**src/rtl/llkam_pkg.sv**
```systemverilog
// Keyword texts, lengths and flag codes for the log line keyword alert matcher.
`default_nettype none
package llkam_pkg;

   localparam int KwCount   = 11;
   localparam int KwMaxLen  = 22;
   localparam int HistDepth = KwMaxLen - 1;
   localparam int FlagWidth = 4;

   localparam logic [FlagWidth-1:0] FLAG_AUTH = 4'b0001;
   localparam logic [FlagWidth-1:0] FLAG_KTAG = 4'b0010;
   localparam logic [FlagWidth-1:0] FLAG_KERR = 4'b0100;
   localparam logic [FlagWidth-1:0] FLAG_OOM  = 4'b1000;

   typedef logic [8*KwMaxLen-1:0] window_type;
   typedef logic [4:0]            kw_len_type;

   // Last character of each keyword sits in bits [7:0].
   localparam window_type KW_TEXT [KwCount] = '{
      window_type'("failed password"),
      window_type'("authentication failure"),
      window_type'("invalid user"),
      window_type'("failed login"),
      window_type'("kernel:"),
      window_type'("error"),
      window_type'("panic"),
      window_type'("bug"),
      window_type'("out of memory"),
      window_type'("oom"),
      window_type'("killed process")
   };

   localparam kw_len_type KW_LEN [KwCount] = '{
      5'd15, 5'd22, 5'd12, 5'd12, 5'd7, 5'd5, 5'd5, 5'd3, 5'd13, 5'd3, 5'd14
   };

   localparam logic [FlagWidth-1:0] KW_FLAG [KwCount] = '{
      FLAG_AUTH, FLAG_AUTH, FLAG_AUTH, FLAG_AUTH, FLAG_KTAG,
      FLAG_KERR, FLAG_KERR, FLAG_KERR, FLAG_OOM, FLAG_OOM, FLAG_OOM
   };

   function automatic logic [7:0] fold_byte(input logic [7:0] b);
      logic [7:0] r;
      r = b;
      if (b >= 8'h41 && b <= 8'h5a) begin
         r = b + 8'h20;
      end
      return r;
   endfunction

   // Window byte 0 is the newest; every keyword is checked as ending there.
   function automatic logic [FlagWidth-1:0] kw_flags(input window_type win);
      logic [FlagWidth-1:0] f;
      logic                 hit;
      f = '0;
      for (int i = 0; i < KwCount; i++) begin
         hit = 1'b1;
         for (int k = 0; k < KwMaxLen; k++) begin
            if (k < int'(KW_LEN[i]) && win[8*k +: 8] != KW_TEXT[i][8*k +: 8]) begin
               hit = 1'b0;
            end
         end
         if (hit) begin
            f = f | KW_FLAG[i];
         end
      end
      return f;
   endfunction

endpackage
`default_nettype wire

```
**src/rtl/log_line_keyword_alert_matcher.sv**
```systemverilog
// Streaming keyword matcher that raises alert flags at the end of each log message.
//
// Usage: a message enters on the req_ channel one byte per transaction;
// req_tuser marks whether req_tdata holds a byte (low for an empty message)
// and req_tlast ends the message. Bytes are folded to lower case and a
// 22-byte window is compared against eleven keywords in a single pass.
// For each message exactly one rsp_ transaction comes out, carrying the
// authentication failure, kernel error and out of memory flags.
// Throughput: one transaction per cycle, set by the single input register
// to result register compare stage, unless a last one waits on a stalled result.
// The last transaction is held in the input register until the result register
// is free; then the result register takes the flags and drives rsp_tvalid.
// While the receiver stalls with a result pending, bytes of the next
// message keep flowing in; only a second last transaction waits in the
// input register until the result register is free.
// Reset clears the window history, the match flags and both valid flags.
`default_nettype none
module log_line_keyword_alert_matcher (
   input  wire logic       clock,
   input  wire logic       reset,
   input  wire logic       req_tvalid,
   output logic            req_tready,
   input  wire logic [7:0] req_tdata,   // [7:0] message_byte
   input  wire logic       req_tuser,   // [0] has_byte
   input  wire logic       req_tlast,
   output logic            rsp_tvalid,
   input  wire logic       rsp_tready,
   output logic [7:0]      rsp_tdata    // [0] auth_alert, [1] kernel_alert,
                                        // [2] out_of_memory, [7:3] zero
);

   logic                            s1_valid_ff;
   logic                            s1_valid_in;
   logic [7:0]                      s1_byte_ff;
   logic                            s1_has_ff;
   logic                            s1_last_ff;
   logic [7:0]                      hist_ff [llkam_pkg::HistDepth];
   logic [7:0]                      hist_in [llkam_pkg::HistDepth];
   logic [llkam_pkg::FlagWidth-1:0] flags_ff;
   logic [llkam_pkg::FlagWidth-1:0] flags_in;
   logic [llkam_pkg::FlagWidth-1:0] flags_new;
   logic                            out_valid_ff;
   logic                            out_valid_in;
   logic [2:0]                      out_data_ff;
   logic [2:0]                      out_data_in;
   llkam_pkg::window_type           win;
   logic                            s1_adv;
   logic                            req_fire;

   // A last transaction may only leave the input register into a free result slot.
   assign s1_adv     = s1_valid_ff && !(s1_last_ff && out_valid_ff && !rsp_tready);
   assign req_tready = !s1_valid_ff || s1_adv;
   assign req_fire   = req_tvalid && req_tready;

   always_comb begin
      win[7:0] = llkam_pkg::fold_byte(s1_byte_ff);
      for (int k = 0; k < llkam_pkg::HistDepth; k++) begin
         win[8*(k+1) +: 8] = hist_ff[k];
      end
   end

   always_comb begin
      flags_new = flags_ff;
      if (s1_has_ff) begin
         flags_new = flags_ff | llkam_pkg::kw_flags(win);
      end
   end

   always_comb begin
      s1_valid_in  = s1_valid_ff;
      hist_in      = hist_ff;
      flags_in     = flags_ff;
      out_valid_in = out_valid_ff;
      out_data_in  = out_data_ff;
      if (out_valid_ff && rsp_tready) begin
         out_valid_in = 1'b0;
      end
      if (s1_adv) begin
         s1_valid_in = 1'b0;
         if (s1_last_ff) begin
            // Report and clear for the next message.
            out_valid_in = 1'b1;
            out_data_in  = {
               (flags_new & llkam_pkg::FLAG_OOM) != '0,
               ((flags_new & llkam_pkg::FLAG_KTAG) != '0)
                  && ((flags_new & llkam_pkg::FLAG_KERR) != '0),
               (flags_new & llkam_pkg::FLAG_AUTH) != '0
            };
            flags_in = '0;
            for (int k = 0; k < llkam_pkg::HistDepth; k++) begin
               hist_in[k] = 8'd0;
            end
         end else begin
            flags_in = flags_new;
            if (s1_has_ff) begin
               for (int k = 0; k < llkam_pkg::HistDepth; k++) begin
                  hist_in[k] = win[8*k +: 8];
               end
            end
         end
      end
      if (req_fire) begin
         s1_valid_in = 1'b1;
      end
   end

   always_ff @(posedge clock) begin
      if (reset) begin
         s1_valid_ff  <= 1'b0;
         out_valid_ff <= 1'b0;
         flags_ff     <= '0;
         for (int k = 0; k < llkam_pkg::HistDepth; k++) begin
            hist_ff[k] <= 8'd0;
         end
      end else begin
         s1_valid_ff  <= s1_valid_in;
         out_valid_ff <= out_valid_in;
         flags_ff     <= flags_in;
         hist_ff      <= hist_in;
      end
   end

   always_ff @(posedge clock) begin
      out_data_ff <= out_data_in;
      if (req_fire) begin
         s1_byte_ff <= req_tdata;
         s1_has_ff  <= req_tuser;
         s1_last_ff <= req_tlast;
      end
   end

   assign rsp_tvalid = out_valid_ff;
   assign rsp_tdata  = {5'd0, out_data_ff};

`ifndef SYNTHESIS
   a_rsp_from_last : assert property (@(posedge clock) disable iff (reset)
      $rose(rsp_tvalid) |-> $past(s1_valid_ff && s1_last_ff))
      else $error("result raised without a last transaction");

   a_clear_after_last : assert property (@(posedge clock) disable iff (reset)
      (s1_adv && s1_last_ff) |=> (flags_ff == '0 && hist_ff[0] == 8'd0))
      else $error("state not cleared after last transaction");

   a_last_held : assert property (@(posedge clock) disable iff (reset)
      (s1_valid_ff && s1_last_ff && out_valid_ff && !rsp_tready)
         |=> (s1_valid_ff && s1_last_ff))
      else $error("last transaction lost while result stalled");
`endif

endmodule
`default_nettype wire

```
**config.mk**
```make
export PLATFORM = sky130hd
export DESIGN_NAME = log_line_keyword_alert_matcher
export DESIGN_NICKNAME = d
export VERILOG_FILES = /design/src/rtl/llkam_pkg.sv /design/src/rtl/log_line_keyword_alert_matcher.sv
export SDC_FILE = /design/constraint.sdc
export NUM_CORES = 1
export LEC_CHECK = 0
export ABC_AREA = 1
export BUFFER_PORTS_ARGS = -buffer_cell sky130_fd_sc_hd__buf_2
export CAP_MARGIN = 20
export CORE_MARGIN = 2
export CORE_UTILIZATION = 41
export DETAILED_ROUTE_END_ITERATION = 10
export PLACE_DENSITY_LB_ADDON = 0.1
export SYNTH_ARGS = -nofsm -noshare
export SYNTH_HDL_FRONTEND = slang
export SYNTH_SLANG_ARGS = --single-unit
```
**constraint.sdc**
```tcl
create_clock -name clock -period 2.1 [get_ports clock]
set_clock_uncertainty 0.2 [all_clocks]
set_input_delay 0.42 -clock clock [delete_from_list [all_inputs] [get_ports clock]]
set_output_delay 0.42 -clock clock [all_outputs]
set_load 0.03 [all_outputs]
```
==> results of run 1 <==
-- state kept, by name, indices dropped and copies added (netlist names) --
register	cells
flags_ff	4
hist_ff	168
out_data_ff	3
rsp_tvalid	1
s1_byte_ff	8
s1_has_ff	1
s1_last_ff	1
s1_valid_ff	1
-- final cells by class --
| class | instances | area (um^2) | share of cell area (%) |
|---|---|---|---|
| Clock buffer | 17 | 425.4 | 4.104 |
| Clock inverter | 15 | 172.7 | 1.666 |
| Inverter | 122 | 460.4 | 4.442 |
| Multi-Input combinational cell | 945 | 4177 | 40.29 |
| Sequential cell | 187 | 3886 | 37.49 |
| Tap cell | 275 | 344.1 | 3.319 |
| Timing Repair Buffer | 108 | 900.9 | 8.690 |
-- Yosys cell counts --
library cell	count	area share [%]
nor3_1	16	0.93
a21oi_2	5	0.51
and2_1	1	0.073
nor3_2	1	0.12
nand3_2	1	0.12
nor2_4	2	0.26
buf_4	5	0.44
nand2_2	2	0.14
nand2_1	490	21
nor4_1	2	0.14
a31oi_1	1	0.073
o21ai_2	3	0.30
nand3b_1	7	0.61
nor2_1	163	7.1
conb_1	1	0.043
nand3_1	33	1.9
a21boi_1	1	0.087
inv_1	115	5.0
ha_1	1	0.14
nor4b_1	1	0.10
dfxtp_1	174	40
inv_2	5	0.22
clkbuf_1	35	1.5
nand4_1	27	2.0
nor3b_2	1	0.14
buf_1	3	0.13
a21oi_1	169	9.8
o21ai_0	7	0.41
buf_2	17	0.99
edfxtp_1	13	4.5
clkinv_1	2	0.087
nor2b_1	1	0.073
nor2_2	5	0.36
-- power by group through the flow --
stage	clock network [mW]	logic, mW	registers (mW)
floorplan	0	0.189	3.70
global placement	0	0.287	3.70
detailed placement	0	0.285	3.70
CTS	3.33	0.309	3.62
global route	3.48	0.349	3.62
finish	3.25	0.321	3.62
-- metal layers --
layer / GRT usage, % / vias up / wire [um]
li1: - / 4245 / -
met1: 32.42 / 3849 / 12270
met2: 36.34 / 182 / 11510
met3: 3.853 / 45 / 861
met4: 9.095 / 0 / 629
met5: 0 / - / 0
-- kinds of logic after synthesis --
logic type | count (synthesis)
AOI/OAI and AO/OA | 186
adders and majority gates | 1
DFF | 187
and+or+nand+nor | 753
buffers and inverters | 182
other | 1
-- what timing repair did --
action | CTS | global route
hold buffers | 10 | 0
pin swaps | 1 | 25
resized for setup | 4 | 46
hold endpoints to repair | 10 | 0
endpoints found under the setup margin | 4 | 7
buffers inserted | 3 | 7
-- worst min-delay path: cells and delay by family --
| family | cells | cell delay, ns |
|---|---|---|
| buffers and inverters | 1 | 0.09 |
| AOI/OAI and AO/OA | 1 | 0.06 |
| and+or+nand+nor | 1 | 0.07 |
-- how the worst min path moves through the flow --
stage / end / cells after the start / slack [ns] / start
floorplan: hist_ff[3] / 2 / 0.24 / hist_ff[3]
global placement: hist_ff[3] / 2 / 0.25 / hist_ff[3]
detailed placement: hist_ff[5] / 2 / 0.25 / hist_ff[5]
CTS: s1_valid_ff / 3 / 0.03 / req_tvalid
global route: s1_valid_ff / 3 / 0.05 / req_tvalid
finish: s1_valid_ff / 3 / 0.05 / req_tvalid
==> summary.md, run 1 <==
| Metric | Value |
|---|---|
| CTS clk-pin slew, worst paths | 0.08 ns |
| Aggregate routed wire length | 25.27 mm |
| Hold/Removal Path Class | primary input to flip-flop |
| CTS tree | yes |
| P per Cell Area | 693.5 mW/mm^2 |
| Multiplexer share of the synthesized area | 0% |
| Number of clock sinks | 187 |
| Ys Warns | 0 |
| Synth Instances | 1,310 |
| Post-synthesis sequential area ratio | 44.90% |
| Commonest non-fill, non-tap cell in the layout | nand2_1 |
| P_leak | 3.624 nW |
| Xor/xnor share of the synthesized area | 0% |
| Post-Layout Cell Count | 1,669 |
| Setup violators final | 0 |
| Area Growth Syn to Fin | 20.14% |
| Hold Fails Final Rpt | 0 |
| Total number of vias | 8,321 |
| # fillers | 2,201 |
| Port buffer count | 18 |
| Period minus WS final | 2.047 ns |
| Die Area | 0.02222 mm^2 |
| Max Fanout on Critical Path | 4 |
| Clock latency on the worst-skew pair | 0.44 ns |
| Avg Inst Size Synth | 6.586 um^2 |
| Mapped cell area | 0.008628 mm^2 |
| Largest family of logic cells by synthesized area | simple AND/OR/NAND/NOR gates |
| Hpwl dp | 17.97 mm |
| Period utilisation layout | 97.49% |
| Worst Path Required | 2.09 ns |
| Rel. slew slack | 65.07% |
| H-tree Lvls | 4 |
| Ports | 24 |
| Part of the power in combinational logic | 4.5% |
| CP arrival | 2.04 ns |
| Setup ws final | 0.05271 ns |
| DP Area | 0.009462 mm^2 |
| Share of layout cells above drive strength 1 | 14.13% |
| Total power | 7.189 mW |
| Reg2reg path depth | 10 |
| Place WS | -0.1182 ns |
| Slowest CP cell | edfxtp_1 |
| Final nets | 1,396 |
| Int Power | 5.304 mW |
| Pre-antenna DRT Iters | 6 |
| Most frequent cells in the layout | 484 x nand2_1, 169 x a21oi_1, 164 x dfxtp_1, 146 x nor2_1, 114 x inv_1 |
| Worst Setup EP | out_data_ff[0] |
| Max-cap check violation count | 0 |
| Critical R2R Launch | s1_byte_ff[0] |
| Fmax | 488.5 MHz |
| Finished Cell Area | 0.01037 mm^2 |
| Pins Over Slew Limit | 0 |
| Setup tns final | 0 ns |
| Chip width | 149.1 um |
| GP Congestion | 0.9787 |
| CP Launch Type | flip-flop |
| Number of remaining DRC errors | 0 |
| Simple-Gate Fraction of Synth Area | 35.35% |
| Drt wl/cell | 15.14 um |
| Via/cell ratio | 4.986 |
| CP most frequent cell | nand2_1 |
| Setup crit end kind | flip-flop |
| Adder-cell share of the synthesized area | 0.1450% |
| Top Family by Delay on Critical Path | simple AND/OR/NAND/NOR gates |
| CTS root buf | clkbuf_16 |
| FF+latch count, synth | 187 |
| Register-to-register setup slack | 0.05 ns |
| RR Endpoint | out_data_ff[0] |
| CP Depth | 10 |
| CTS Buf Count | 17 |
| Post-route ant nets | 0 |
| Status | complete, no violations |
| Global route total overflow | 0 |
| Clock network power share | 45.2% |
| Compound-Gate Fraction of Synth Area | 11.18% |
| Die height | 149.1 um |
| Clock buffer depth | 2 |
| Fin Hold WS | 0.05018 ns |
| Largest net degree at the start of global routing | 72 |
| Antenna violations before repair | 0 |
| Worst path bufs/invs | 1 |
| Vias in the first global route | 7,797 |
| Final core utilization | 49.78% |
| RSZ-0062 raised after global routing | true |
| Sequential Power Share | 50.4% |
| Core Footprint | 0.02082 mm^2 |
| Yosys cell types | 33 |
| Sw power | 1.885 mW |
| DR iter-0 viols | 646 |
| DP Cell Count | 1,618 |
| First-pass GRT wire length | 40.70 mm |
| GRT Resource Usage Total | 23.34% |
| Starting Density | 41.44% |
| N_diodes | 0 |
| CP max stage delay | 0.49 ns |
| CP cell instances | nor2_2, nand4_1, nand3_4, nand2_1, nand2_1, inv_2, nand4_1, nand2_1, nand2_2, nand2_1 |
| VDD IR max | 0.4319 mV |
| Standard-cell rows | 53 |
| Slew @ Worst Pin | 0.5234 ns |
| Crit. Startpoint | s1_byte_ff[0] |
| Setup CP Type | flip-flop to flip-flop |
| Switching share of power | 26.22% |
Power figures use the tool's default switching activity.
==> run 2, diff against run 1 <==
--- a/config.mk
+++ b/config.mk
@@ -5,7 +5,6 @@
 export SDC_FILE = /design/constraint.sdc
 export NUM_CORES = 1
 export LEC_CHECK = 0
-export ABC_AREA = 1
 export BUFFER_PORTS_ARGS = -buffer_cell sky130_fd_sc_hd__buf_2
 export CAP_MARGIN = 20
 export CORE_MARGIN = 2
==> constraint.sdc (replaced) <==
create_clock -name clock -period 2.5 [get_ports clock]
set_clock_uncertainty 0.2 [all_clocks]
set_input_delay 0.5 -clock clock [delete_from_list [all_inputs] [get_ports clock]]
set_output_delay 0.5 -clock clock [all_outputs]
set_load 0.03 [all_outputs]
==> run 2 against run 1 <==
  * Sequential share of layout area up 4.8 points
  * Via count decreased by 16%
  * Non-clock buffer count shrank 23
  * Clock-buffer cell count up 2
  * Worst setup slack improved by 0.039 ns
  * First-iteration DRC count grew 13%
  * Highest routed layer unchanged
==> summary.md, run 2 <==
| Metric | Value |
|---|---|
| Top_reg_cell synth | dfxtp_1 |
| Biggest area consumer among synthesized cells | dfxtp_1 |
| RSZ-0062 raised after global routing | false |
| Sequential Power Share | 50.3% |
| Max-cap check violation count | 0 |
| P per Cell Area | 659.4 mW/mm^2 |
| Largest Register | hist_ff |
| Most frequent cells in the layout | 182 x nor2_1, 172 x dfxtp_1, 166 x a22oi_1, 61 x buf_4, 28 x nand4_1 |
| Setup ws final | 0.09145 ns |
| Max FFs per register | 168 |
| Biggest regs | hist_ff x168, s1_byte_ff x8, flags_ff x4 |
| CP Launch Type | flip-flop |
| Int Power | 4.599 mW |
| Count leader, synth | nor2_1 |
| Chip width | 142.0 um |
| Hold/Removal Path Class | primary input to flip-flop |
| CP arrival | 2.48 ns |
| Vias in the first global route | 6,514 |
| Mapped cell area | 0.007804 mm^2 |
| CTS Buf Count | 17 |
| CTS root buf | clkbuf_16 |
| Share of layout cells above drive strength 1 | 15.75% |
| Clock network power share | 45.7% |
| Ys Warns | 0 |
| Port buffer count | 18 |
| Number of clock sinks | 187 |
| Switching share of power | 23.94% |
| Synth Instances | 840 |
| P_leak | 3.113 nW |
| Place WS | 0.05196 ns |
| Fmax | 415.2 MHz |
| Critical R2R Launch | hist_ff[78] |
| Clock buffer depth | 2 |
| Largest net degree at the start of global routing | 107 |
| Setup tns final | 0 ns |
| Hold-fix buffers at CTS | 0 |
| Period minus WS final | 2.409 ns |
| PostCTS Resize Cnt | 0 |
| Core Footprint | 0.01871 mm^2 |
| Slew @ Worst Pin | 0.5315 ns |
| Reg2reg path depth | 8 |
| Setup CP Type | flip-flop to flip-flop |
| Setup violators final | 0 |
| Clock latency on the worst-skew pair | 0.44 ns |
| Yosys cell types | 54 |
| Number of remaining DRC errors | 0 |
| Crit. Startpoint | hist_ff[78] |
| Post-route ant nets | 0 |
| Avg Inst Size Synth | 9.290 um^2 |
| Standard-cell rows | 50 |
| CTS tree | yes |
| EDFF count, synth | 13 |
| Register area | 0.003876 mm^2 |
| Commonest non-fill, non-tap cell in the layout | nor2_1 |
| Final core utilization | 49.02% |
| Worst Setup EP | out_data_ff[2] |
| Hpwl dp | 18.12 mm |
| CTS clk-pin slew, worst paths | 0.07 ns |
| VDD IR max | 0.4701 mV |
| Sw power | 1.447 mW |
| Via/cell ratio | 6.193 |
| Aggregate routed wire length | 25.80 mm |
| Total power | 6.046 mW |
| FF+latch count, synth | 187 |
| First-pass GRT wire length | 39.44 mm |
| RR Endpoint | out_data_ff[2] |
| Max Fanout on Critical Path | 3 |
| Total number of vias | 6,992 |
| Die Area | 0.02015 mm^2 |
| Multi-input gate area | 0.003702 mm^2 |
| Status | complete, no violations |
| Global route total overflow | 0 |
| Area Growth Syn to Fin | 17.49% |
| Antenna violations before repair | 0 |
| Post-synthesis sequential area ratio | 49.64% |
| Setup crit end kind | flip-flop |
| Ports | 24 |
| Rel. slew slack | 64.49% |
| Final nets | 897 |
| # fillers | 1,770 |
| DR iter-0 viols | 728 |
| Starting Density | 41.72% |
| Register-to-register setup slack | 0.09 ns |
| Main area contributors after synthesis | dfxtp_1 45%, a22oi_1 16%, nor2_1 8.8% |
| N_diodes | 0 |
| Top-area cell type share of the netlist area | 44.64% |
| Period utilisation layout | 96.34% |
| Setup Buffers After CTS | 0 |
| Hold Fails Final Rpt | 0 |
| Drt wl/cell | 22.85 um |
| GP Congestion | 0.9216 |
| GRT Resource Usage Total | 25.83% |
| H-tree Lvls | 4 |
| Pins Over Slew Limit | 0 |
| Commonest cells in the synthesized netlist | 182 x nor2_1, 174 x dfxtp_1, 166 x a22oi_1 |
| Part of the power in combinational logic | 4.0% |
| Die height | 142.0 um |
| FFs w/ async S/R, synth | 0% |
| Worst Path Required | 2.57 ns |
| Pre-antenna DRT Iters | 7 |
run 2: cells by family after synthesis:
logic type                 Yosys count  share of synthesized area (%)
other                                1                        0.04805
AOI/OAI and AO/OA                  194                          18.41
adders and majority gates            1                         0.1603
and+or+nand+nor                    386                          28.01
buffers and inverters               71                          3.736
DFF                                187                          49.64
run 2: how the worst min path moves through the flow:
stage,startpoint,to,slack [ns],cells past startpoint
final,req_tdata[7],s1_byte_ff[7],0.03,1
after global routing,req_tdata[1],s1_byte_ff[1],0.01,1
after CTS,req_tdata[7],s1_byte_ff[7],0.02,1
after detailed placement,flags_ff[3],flags_ff[3],0.24,2
after global placement,flags_ff[3],flags_ff[3],0.24,2
after floorplan,flags_ff[3],flags_ff[3],0.23,2
run 2: routing by layer:
metal	vias up	wire length, um	GRT usage (%)	share of wire (%)
li1	3255	-	-	-
met1	3436	11930	37.31	46
met2	264	11590	38.32	45
met3	37	1601	5.350	6.2
met4	0	673	9.105	2.6
met5	-	0	0	0
run 2: cell type report:
class                      instances  share of cell area, %
sequential                       187                  42.28
multi-input combinational        586                  40.38
timing repair buffer              85                  7.451
clock buffer                      19                  4.722
tap                              234                  3.193
clock inverter                    13                  1.774
inverter                           5                 0.2047
run 2: critical path, stage by stage, from the launching register on:
cell and delay [ns]:
dfxtp_1 0.35, nor4bb_1 0.32, buf_4 0.19, or4bb_1 0.40, nor4_1 0.21, buf_4 0.17, nand4_1 0.09, o211a_2 0.15
o31ai_2 0.17
run 2: per-stage QoR:
stage               instances  hold WS [ns]  area (um^2)
finish                   1129       0.03328         9169
global placement         1097        0.2430         8537
CTS                      1129       0.01802         9133
global route             1129       0.01251         9169
floorplan                 844        0.2252         7819
detailed placement       1097        0.2441         8537
run 2: power groups by stage:
stage / clock network, mW / registers [mW] / logic, mW
floorplan: 0 / 3.11 / 0.156
global route: 2.95 / 3.04 / 0.259
detailed placement: 0 / 3.11 / 0.238
global placement: 0 / 3.11 / 0.234
CTS: 2.81 / 3.04 / 0.239
finish: 2.76 / 3.04 / 0.241
==> run 3, diff against run 2 <==
--- a/config.mk
+++ b/config.mk
@@ -5,6 +5,7 @@
 export SDC_FILE = /design/constraint.sdc
 export NUM_CORES = 1
 export LEC_CHECK = 0
+export ABC_AREA = 1
 export BUFFER_PORTS_ARGS = -buffer_cell sky130_fd_sc_hd__buf_2
 export CAP_MARGIN = 20
 export CORE_MARGIN = 2
==> run 3 against run 2 <==
  * Non-clock buffer count shrank 54
  * Largest cell class is now multi-input combinational cells
  * First-iteration DRC count shrank 19%
  * Clock power shrank 4%
  * Combinational power shrank 8.7%
  * Clock-buffer cell count shrank 1
  * Design area grew 4.4%
  * Flip-flop and latch count is the same
  * Sequential power is essentially flat
  * Maximum frequency grew 9.4%
  * Hold slack lost 0.0020 ns
  * Final cell count grew 41%
  * Die area grew 10%
==> summary.md, run 3 (synthesis gave the netlist of run 1 again) <==
| Metric | Value |
|---|---|
| Status | complete, no violations |
| # fillers | 2,206 |
| Drt wl/cell | 15.19 um |
| Worst Setup EP | out_data_ff[2] |
| Global route total overflow | 0 |
| Sw power | 1.506 mW |
| Antenna violations before repair | 0 |
| Vias in the first global route | 7,416 |
| Ports | 24 |
| DR iter-0 viols | 592 |
| H-tree Lvls | 4 |
| Switching share of power | 25.52% |
| Fmax | 454.3 MHz |
| Clock network power share | 44.7% |
| Max FFs per register | 168 |
| Setup tns final | 0 ns |
| Area Growth Syn to Fin | 10.93% |
| RSZ-0062 raised after global routing | false |
| CP Launch Type | flip-flop |
| Largest Register | hist_ff |
| Aggregate routed wire length | 24.19 mm |
| Crit. Startpoint | hist_ff[131] |
| GP Congestion | 0.9636 |
| GRT Resource Usage Total | 22.67% |
| Max-cap check violation count | 0 |
| Hold-fix buffers at CTS | 0 |
| Total power | 5.901 mW |
| N_diodes | 0 |
| Reg2reg path depth | 11 |
| P_leak | 3.186 nW |
| Pins Over Slew Limit | 0 |
| Slew @ Worst Pin | 0.5460 ns |
| PostCTS Resize Cnt | 0 |
| Via/cell ratio | 4.921 |
| Period utilisation layout | 88.04% |
| Hold/Removal Path Class | primary input to flip-flop |
| DP Area | 0.009001 mm^2 |
| Hold Fails Final Rpt | 0 |
| VDD IR max | 0.3575 mV |
| Commonest non-fill, non-tap cell in the layout | nand2_1 |
| Part of the power in combinational logic | 3.7% |
| CTS tree | yes |
| Setup crit end kind | flip-flop |
| Largest net degree at the start of global routing | 99 |
| Total number of vias | 7,835 |
| Setup Buffers After CTS | 0 |
| Int Power | 4.395 mW |
| Clock latency on the worst-skew pair | 0.44 ns |
| Worst Path Required | 2.62 ns |
| RR Endpoint | out_data_ff[2] |
| Final nets | 1,319 |
| Most frequent cells in the layout | 490 x nand2_1, 174 x dfxtp_1, 169 x a21oi_1, 163 x nor2_1, 115 x inv_1 |
| Number of clock sinks | 187 |
| Rel. slew slack | 63.52% |
| Clock buffer depth | 2 |
| Die height | 149.1 um |
| Chip width | 149.1 um |
| Hpwl dp | 17.00 mm |
| CTS root buf | clkbuf_16 |
| CTS clk-pin slew, worst paths | 0.08 ns |
| Standard-cell rows | 53 |
| Setup violators final | 0 |
| Period minus WS final | 2.201 ns |
| Biggest regs | hist_ff x168, s1_byte_ff x8, flags_ff x4 |
| First-pass GRT wire length | 39.58 mm |
| CP arrival | 2.32 ns |
| Max Fanout on Critical Path | 5 |
| Critical R2R Launch | hist_ff[131] |
| CTS Buf Count | 17 |
| Register-to-register setup slack | 0.30 ns |
| Number of remaining DRC errors | 0 |
| Sequential Power Share | 51.6% |
| P per Cell Area | 616.5 mW/mm^2 |
| Finished Cell Area | 0.009572 mm^2 |
| Setup CP Type | flip-flop to flip-flop |
| Share of layout cells above drive strength 1 | 6.682% |
| Starting Density | 41.44% |
| Port buffer count | 18 |
| Worst Hold Depth | 1 |
| Core Footprint | 0.02082 mm^2 |
| Die Area | 0.02222 mm^2 |
| Pre-antenna DRT Iters | 5 |
| Post-route ant nets | 0 |
==> run 3: changes by cell type in the layout (fill, tap and decap cells not counted), sizes merged, moves of 12 or more <==
cell	change
inv	+115
a21oi	+165
nor2	-12
nor4	-22
buf	-54
nor4bb	-15
a22oi	-166
and4b	-18
nand2	+471
nand3	+23
==> run 3: worst max-delay path, cell delays in order (launching register included) <==
cell,delay (ns)
dfxtp_1,0.35
nor2_1,0.31
inv_1,0.11
nor2_1,0.10
nand3b_1,0.10
nor2_1,0.11
nand3b_1,0.09
o21ai_0,0.38
nand2_1,0.10
nand2_1,0.09
nand2_1,0.08
nand2_1,0.07
==> run 3: layout make-up <==
cell class / count / area, um^2 / share of cell area, %
multi-input cells: 945 / 4054 / 42.35
flip-flops and latches: 187 / 3874 / 40.47
inverters: 122 / 460.4 / 4.810
clock buffers: 18 / 429.2 / 4.484
well taps: 275 / 344.1 / 3.595
repair buffers: 31 / 269.0 / 2.810
clock inverters: 14 / 141.4 / 1.477
==> run 3: worst min-delay path by stage <==
stage	startpoint	to	slack [ns]
final	req_tlast	s1_last_ff	0.03
after global routing	req_tlast	s1_last_ff	0.02
after CTS	req_tlast	s1_last_ff	0.01
after detailed placement	hist_ff[1]	hist_ff[1]	0.26
after global placement	hist_ff[6]	hist_ff[6]	0.25
after floorplan	hist_ff[3]	hist_ff[3]	0.24
==> run 3: metal layers <==
layer	part of all wire (%)	vias up	GRT usage, %	routed length [um]
met1	48	3558	31.55	11650
met2	45	146	34.82	10850
met4	2.5	0	8.048	610
li1	-	4091	-	-
met5	0	-	0	0
met3	4.5	40	4.740	1077
==> run 3: metrics by stage <==
step | hold slack (ns) | cells | utilization [%] | worst slack, ns
after floorplan | 0.2400 | 1314 | - | 0.6671
after global placement | 0.2494 | 1560 | 43.23 | 0.3079
after detailed placement | 0.2552 | 1560 | 43.23 | 0.3965
after CTS | 0.01089 | 1592 | 45.97 | 0.3664
after global routing | 0.02051 | 1592 | 45.97 | 0.1016
final | 0.03130 | 1592 | 45.97 | 0.2989
==> run 3: power groups by stage <==
stage	Combinational (mW)	Sequential [mW]	Clock, mW
final	0.220	3.04	2.64
after global placement	0.225	3.11	0
after detailed placement	0.222	3.11	0
after CTS	0.223	3.04	2.71
after global routing	0.244	3.04	2.83
after floorplan	0.159	3.11	0
